**src/trc_pkg.sv**
```systemverilog
// ----------------------------------------------------------------------------
// trc_pkg
// Shared types, constants and helper functions for the texture resample and
// convert block: store geometry, format codes, target size and step logic,
// and the texel packing function.
// ----------------------------------------------------------------------------
package trc_pkg;

  // Source store geometry
  localparam int STORE_DEPTH = 65536;
  localparam int ADDR_W      = $clog2(STORE_DEPTH);
  localparam int PTR_W       = $clog2(STORE_DEPTH + 1);

  // Largest power-of-two target dimension, and its log2 (rounded down)
  localparam int MAX_POW_DIM = 512;
  localparam int MAX_LOG2    = $clog2(MAX_POW_DIM + 1) - 1;
  localparam int MIN_LOG2    = 3;

  // Field widths
  localparam int DIM_W   = 10;
  localparam int FRAC_W  = 16;
  localparam int STEP_W  = 26;
  localparam int IDX_W   = 20;
  localparam int WORD_W  = 32;
  localparam int TEXEL_W = 16;
  localparam int FMT_W   = 2;
  localparam int CFG_IDX_W  = 2;
  localparam int CFG_DATA_W = 10;

  localparam logic [STEP_W-1:0] STEP_ONE = STEP_W'(1) << FRAC_W;
  localparam logic [DIM_W-1:0]  TGT_RESET = DIM_W'(8);

  // Configuration register indexes
  localparam logic [CFG_IDX_W-1:0] CFG_SOURCE_WIDTH  = 2'd0;
  localparam logic [CFG_IDX_W-1:0] CFG_SOURCE_HEIGHT = 2'd1;
  localparam logic [CFG_IDX_W-1:0] CFG_FORMAT_MODE   = 2'd2;

  // Texel formats
  localparam logic [FMT_W-1:0] FMT_RGB565   = 2'd0;
  localparam logic [FMT_W-1:0] FMT_ARGB1555 = 2'd1;
  localparam logic [FMT_W-1:0] FMT_ARGB4444 = 2'd2;
  localparam logic [FMT_W-1:0] FMT_COPY     = 2'd3;

  // Controller to datapath commands
  typedef struct packed {
    logic take;   // input transfer this cycle
    logic load;   // write latched pixel into the store
    logic index;  // form source index, advance the raster counters
    logic emit;   // pack texel into the output register
  } trc_cmd_t;

  // Datapath to controller status
  typedef struct packed {
    logic done;      // last texel of the image already indexed
    logic out_free;  // output register can take a texel this cycle
  } trc_stat_t;

  // Smallest power of two from 8 up that covers dim, else dim itself
  function automatic logic [DIM_W-1:0] pow_target(input logic [DIM_W-1:0] dim);
    logic [DIM_W-1:0] res;
    logic             found;
    res   = dim;
    found = 1'b0;
    for (int k = MIN_LOG2; k <= MAX_LOG2; k++) begin
      if (!found && (dim <= DIM_W'(1 << k))) begin
        res   = DIM_W'(1 << k);
        found = 1'b1;
      end
    end
    return res;
  endfunction

  // (dim << 16) / target, exact: a shift for power-of-two targets
  function automatic logic [STEP_W-1:0] make_step(input logic [DIM_W-1:0] dim);
    logic [STEP_W-1:0] res;
    logic              found;
    res   = STEP_ONE;
    found = 1'b0;
    for (int k = MIN_LOG2; k <= MAX_LOG2; k++) begin
      if (!found && (dim <= DIM_W'(1 << k))) begin
        res   = {dim, {FRAC_W{1'b0}}} >> k;
        found = 1'b1;
      end
    end
    return res;
  endfunction

  // Pack r,g,b,a bytes into the selected 16-bit format
  function automatic logic [TEXEL_W-1:0] pack_texel(input logic [WORD_W-1:0] w,
                                                    input logic [FMT_W-1:0]  mode);
    logic [7:0]         r, g, b, a;
    logic [TEXEL_W-1:0] res;
    r = w[7:0];
    g = w[15:8];
    b = w[23:16];
    a = w[31:24];
    case (mode)
      FMT_RGB565:   res = {r[7:3], g[7:2], b[7:3]};
      FMT_ARGB1555: res = {a[0], r[7:3], g[7:3], b[7:3]};
      FMT_ARGB4444: res = {a[7:4], r[7:4], g[7:4], b[7:4]};
      FMT_COPY:     res = w[15:0];
      default:      res = w[15:0];
    endcase
    return res;
  endfunction

endpackage

```
**src/trc_ctrl.sv**
```systemverilog
// ----------------------------------------------------------------------------
// trc_ctrl
// Controller for the texture resample and convert block. Takes one item at a
// time and steps the datapath through load or index, read and pack.
// ----------------------------------------------------------------------------
module trc_ctrl (
  input  logic               clk_i,
  input  logic               rst_ni,
  input  logic               in_valid_i,
  output logic               in_ready_o,
  input  logic               kind_i,
  input  trc_pkg::trc_stat_t stat_i,
  output trc_pkg::trc_cmd_t  cmd_o
);

  localparam logic [2:0] S_IDLE  = 3'd0;
  localparam logic [2:0] S_LOAD  = 3'd1;
  localparam logic [2:0] S_INDEX = 3'd2;
  localparam logic [2:0] S_READ  = 3'd3;
  localparam logic [2:0] S_PACK  = 3'd4;

  logic [2:0] state_q, state_d;

  // Next state and commands
  always_comb begin
    state_d    = state_q;
    cmd_o      = '0;
    in_ready_o = 1'b0;
    case (state_q)
      S_IDLE: begin
        in_ready_o = 1'b1;
        if (in_valid_i) begin
          cmd_o.take = 1'b1;
          state_d    = kind_i ? S_INDEX : S_LOAD;
        end
      end
      S_LOAD: begin
        cmd_o.load = 1'b1;
        state_d    = S_IDLE;
      end
      S_INDEX: begin
        // no texel once the image has finished
        if (stat_i.done) begin
          state_d = S_IDLE;
        end else begin
          cmd_o.index = 1'b1;
          state_d     = S_READ;
        end
      end
      S_READ: begin
        state_d = S_PACK;
      end
      S_PACK: begin
        if (stat_i.out_free) begin
          cmd_o.emit = 1'b1;
          state_d    = S_IDLE;
        end
      end
      default: begin
        state_d = S_IDLE;
      end
    endcase
  end

  always_ff @(posedge clk_i or negedge rst_ni) begin
    if (!rst_ni) begin
      state_q <= S_IDLE;
    end else begin
      state_q <= state_d;
    end
  end

endmodule

```
**config.mk**
```make
export PLATFORM = sky130hd
export DESIGN_NAME = trc_ctrl
export DESIGN_NICKNAME = d
export VERILOG_FILES = /design/src/trc_pkg.sv /design/src/trc_ctrl.sv
export SDC_FILE = /design/constraint.sdc
export NUM_CORES = 1
export LEC_CHECK = 0
export ABC_AREA = 1
export BUFFER_PORTS_ARGS = -buffer_cell sky130_fd_sc_hd__buf_4
export CAP_MARGIN = 30
export CORE_AREA = 5 5 42 44
export CTS_BUF_LIST = sky130_fd_sc_hd__clkbuf_4 sky130_fd_sc_hd__clkbuf_8
export CTS_CLUSTER_DIAMETER = 40
export DETAILED_ROUTE_END_ITERATION = 6
export DIE_AREA = 0 0 47 49
export GPL_ROUTABILITY_DRIVEN = 1
export PLACE_DENSITY_LB_ADDON = 0.2
export SYNTH_ARGS = -nofsm -noshare
export SYNTH_HDL_FRONTEND = slang
export SYNTH_SLANG_ARGS = --single-unit
```
**constraint.sdc**
```tcl
create_clock -name clk_i -period 2 [get_ports clk_i]
set_clock_uncertainty 0.05 [all_clocks]
set_input_delay 0.6 -clock clk_i [delete_from_list [all_inputs] [get_ports clk_i]]
set_output_delay 0.6 -clock clk_i [all_outputs]
set_load 0.005 [all_outputs]
```
* Word-level counts from Yosys, hierarchy flattened *
Cells that the tools add are included.
W data, S select, Z words.

storage, ports and cells
  flip-flop bits (word level) = 3
  bits in latches = 0
  bits in writable memories = 0
  bits in read-only memories = 0
  input port bits = 6
  output and inout port bits = 5
  word-level logic and storage cells = 22
  memories = 0

cells by class
  $add $sub $neg = 0
  $mul = 0
  divide/modulo/power cells = 0
  $lt $le $gt $ge = 0
  eq/ne operators = 6
  shifts and indexed selects = 0
  multiplexer cells = 13
  bitwise logic cells = 0
  reduce and logical (&&, ||, !) cells = 2

operators with widths
  kind                  number
  $pmux W3 S4           1
  $mux W1               8
  $eq A3 B2 Y1 const B  2
  $mux W3               2
  $mux W2               2
  $ne A2 B2 Y1 const B  2
  $eq A3 B1 Y1 const B  1
  $eq A3 B3 Y1 const B  1
  $logic_not A3 Y1      1
  $reduce_and A2 Y1     1

* Depth between registers and ports, before layout *
  depth in word-level cells = 3
  mapped depth = 6
  gate-level depth less buffers = 6

* Least setup slack after synthesis *
Ideal clock, no wire load.

  kind = input to output
  start = input stat_i[0] (netlist bit)
  end = output cmd_o[0] (netlist bit)
  arrival = 0.844 ns
  data required time = 1.350 ns
  slack = 0.506 ns
  stages on the path = 2
  path buffers = 0
  cell sequence = inv_1 > nor4_1

RTL lines
  item                RTL line        RTL
  start: declaration  trc_ctrl.sv:12  input trc_pkg::trc_stat_t stat_i,
  end: declaration    trc_ctrl.sv:13  output trc_pkg::trc_cmd_t cmd_o

==> results_dict.tcl <==
set metrics [dict create \
    critPathRequiredTime_ps 1350 \
    numCtsBuffers 3 \
    fp.coreArea_um2 1400 \
    peakVddDrop_mv 0.423 \
    p_sw_frac 0.385 \
    clock-root-buffer "clkbuf_4" \
    synth_fp_nets 38 \
    synth_compound_area_frac 0 \
    cts_hold_buf 0 \
    largest-register "state_q" \
    postCtsSetupBuffers 0 \
    setup_viol 0 \
    hp-class "in2async" \
    rsz0062_at_grt "false" \
    yosys_warnings 0 \
    drt_iter0_markers 7 \
    place_congestion 0.706 \
    fin_crit_ps 1820 \
    globalRouteOverflowTotal 0 \
    finalNetCount 53 \
    power_w 0.000433 \
    clk_pin_slew_ps 40 \
    status "completed" \
    path_cells "nor2_2 -> nand2_1 -> nor2_1 -> buf_4" \
    track_usage 0.0536 \
    boundaryPins 11 \
    antenna_cells 0 \
    leakage_nw 0.205 \
    die_area_um2 2300 \
    finalCritPeriodShare 0.909 \
    drive_gt1_frac 0.370 \
    worst_r2r_endpoint "state_q[1]$_DFFE_PN0P_" \
    htree_levels 1 \
    synth_mux_area_frac 0 \
    worstPathMaxFanout 5 \
    dpl.hpwl_um 409 \
    cts_tree "built" \
    fp.dieW_um 47 \
    viasPerCell 3.73 \
    synthDistinctLibCells 8 \
    p_int_w 0.000266 \
    hold_viol 0 \
    cts-resized-gates 0 \
    clock_sinks 3 \
    fillerInstances 175 \
    timing.fmax_mhz 550 \
    grt_pass1_wl_um 841 \
    synthSimpleGateAreaFrac 0.453 \
    postRouteAntennaNets 0 \
    synth.avg_cell_area_um2 6.22 \
    p_comb_frac 0.462 \
    drt_wl_total_um 501 \
    end_kind "output pin" \
    p_sw_w 0.000167 \
    cts_buffer_depth 2 \
    vias 231 \
    syn_area_um2 199 \
    reg_top3 "state_q: 3 flops" \
    p_clk_frac 0.282 \
    wl_per_cell_um 8.08 \
    largest_reg_flops 3 \
    ys_ff_latch 3 \
    area_delta_synth_final_pct 62.9 \
    clkLatencyLatePin_ps 230 \
    firstDrtPassIters 4 \
    dieHeight_um 49 \
    drc 0 \
    portBuffers 10 \
    antenna_found_initial 0 \
    floorplan.initialDensity 0.142 \
    placed_cells 58 \
    max_cap_violations 0 \
    arrival_ps 1170 \
    worst_pin_slew_ps 233 \
    grt_start_max_net_pins 6 \
    synth_top_family_by_area "simple AND/OR/NAND/NOR gates" \
    max_stage_delay_ps 430 \
    setup-tns-final_ps 0 \
    r2r_slack_ps 910 \
    rr_startpoint "state_q[0]$_DFFE_PN0P_" \
    critPathLaunchType "register" \
    critPathKind "reg2out" \
    rows 14 \
    reg2reg_depth 4 \
    post_layout_nonfiller_instances 62 \
    synth_xor_area_frac 0 \
    synthAdderAreaFrac 0 \
    grt_pass1_vias 213 \
    timing.final.max_slew_violations 0 \
    slowest_stage "dfrtp_1" \
    netlist_instances 32 \
    seq_area_frac_synth 0.377 \
    relSlewSlack 0.843 \
    powerDensity_nw_per_um2 1330 \
    p_seq_frac 0.256 \
]
-- routing by layer --
| metal | routed length (µm) | GRT usage | vias to the layer above |
|---|---|---|---|
| li1 | - | - | 122 |
| met1 | 222 | 0.0597 | 104 |
| met2 | 237 | 0.0679 | 5 |
| met3 | 42 | 0.0480 | 0 |
| met4 | 0 | 0.0276 | 0 |
| met5 | 0 | 0 | - |
-- kinds of logic after synthesis --
kind of cell           after synthesis
buffers and inverters                9
flip-flops                           3
AND/OR/NAND/NOR                     20
-- metrics by stage --
step	hold slack, ps	utilization	setup WS [ps]	cell area, µm²
6_report	97.2	0.231	181	324
5_1_grt	89.3	0.231	70.1	324
4_1_cts	92.3	0.231	158	324
3_5_place_dp	344	0.210	295	294
3_3_place_gp	343	0.210	287	294
2_1_floorplan	254	-	506	199
-- power by group through the flow --
| stage | clock, W | combinational [W] | sequential [W] |
|---|---|---|---|
| after global placement | 0 | 0.000203 | 0.000112 |
| final | 0.000122 | 0.000200 | 0.000111 |
| after detailed placement | 0 | 0.000203 | 0.000112 |
| after global routing | 0.000132 | 0.000229 | 0.000116 |
| after floorplan | 0 | 0.000119 | 0.000105 |
| after CTS | 0.000126 | 0.000204 | 0.000111 |
-- cells in the final DEF, fill, tap and decap left out --
cell type  count
nand2_2        1
nor4_1         1
nand2_1        7
nand3_1        4
nor2_1         5
nor2_2         2
buf_4         10
dfrtp_1        3
clkbuf_4       4
inv_1          9
-- Yosys cell counts (all sizes together) --
library cell / count / area [µm²]
nor2: 7 / 31.3
nand3: 4 / 20.0
nor4: 1 / 6.26
inv: 9 / 33.8
dfrtp: 3 / 75.1
nand2: 8 / 32.5
-- cell type report --
class,instances,area [µm²],share of cell area
Inverter,9,33.8,0.104
Multi-Input combinational cell,20,90.1,0.278
Timing Repair Buffer,10,75.1,0.232
Sequential cell,3,75.1,0.232
Tap cell,16,20.0,0.0618
Clock buffer,4,30.0,0.0927
-- worst max path at each step --
stage	cells past startpoint	to	slack (ps)	start
6_report	4	cmd_o[3]	180	state_q[0]$_DFFE_PN0P_
3_3_place_gp	4	cmd_o[0]	290	stat_i[0]
5_1_grt	4	cmd_o[3]	70	state_q[0]$_DFFE_PN0P_
4_1_cts	4	cmd_o[3]	160	state_q[0]$_DFFE_PN0P_
2_1_floorplan	2	cmd_o[0]	510	stat_i[0]
3_5_place_dp	4	cmd_o[0]	290	stat_i[0]
-- critical path: cells and delay by family (launching register included) --
family,cells,cell delay [ps]
simple gates,3,390
flops,1,430
buf+inv,1,110
Power figures use the tool's default switching activity.
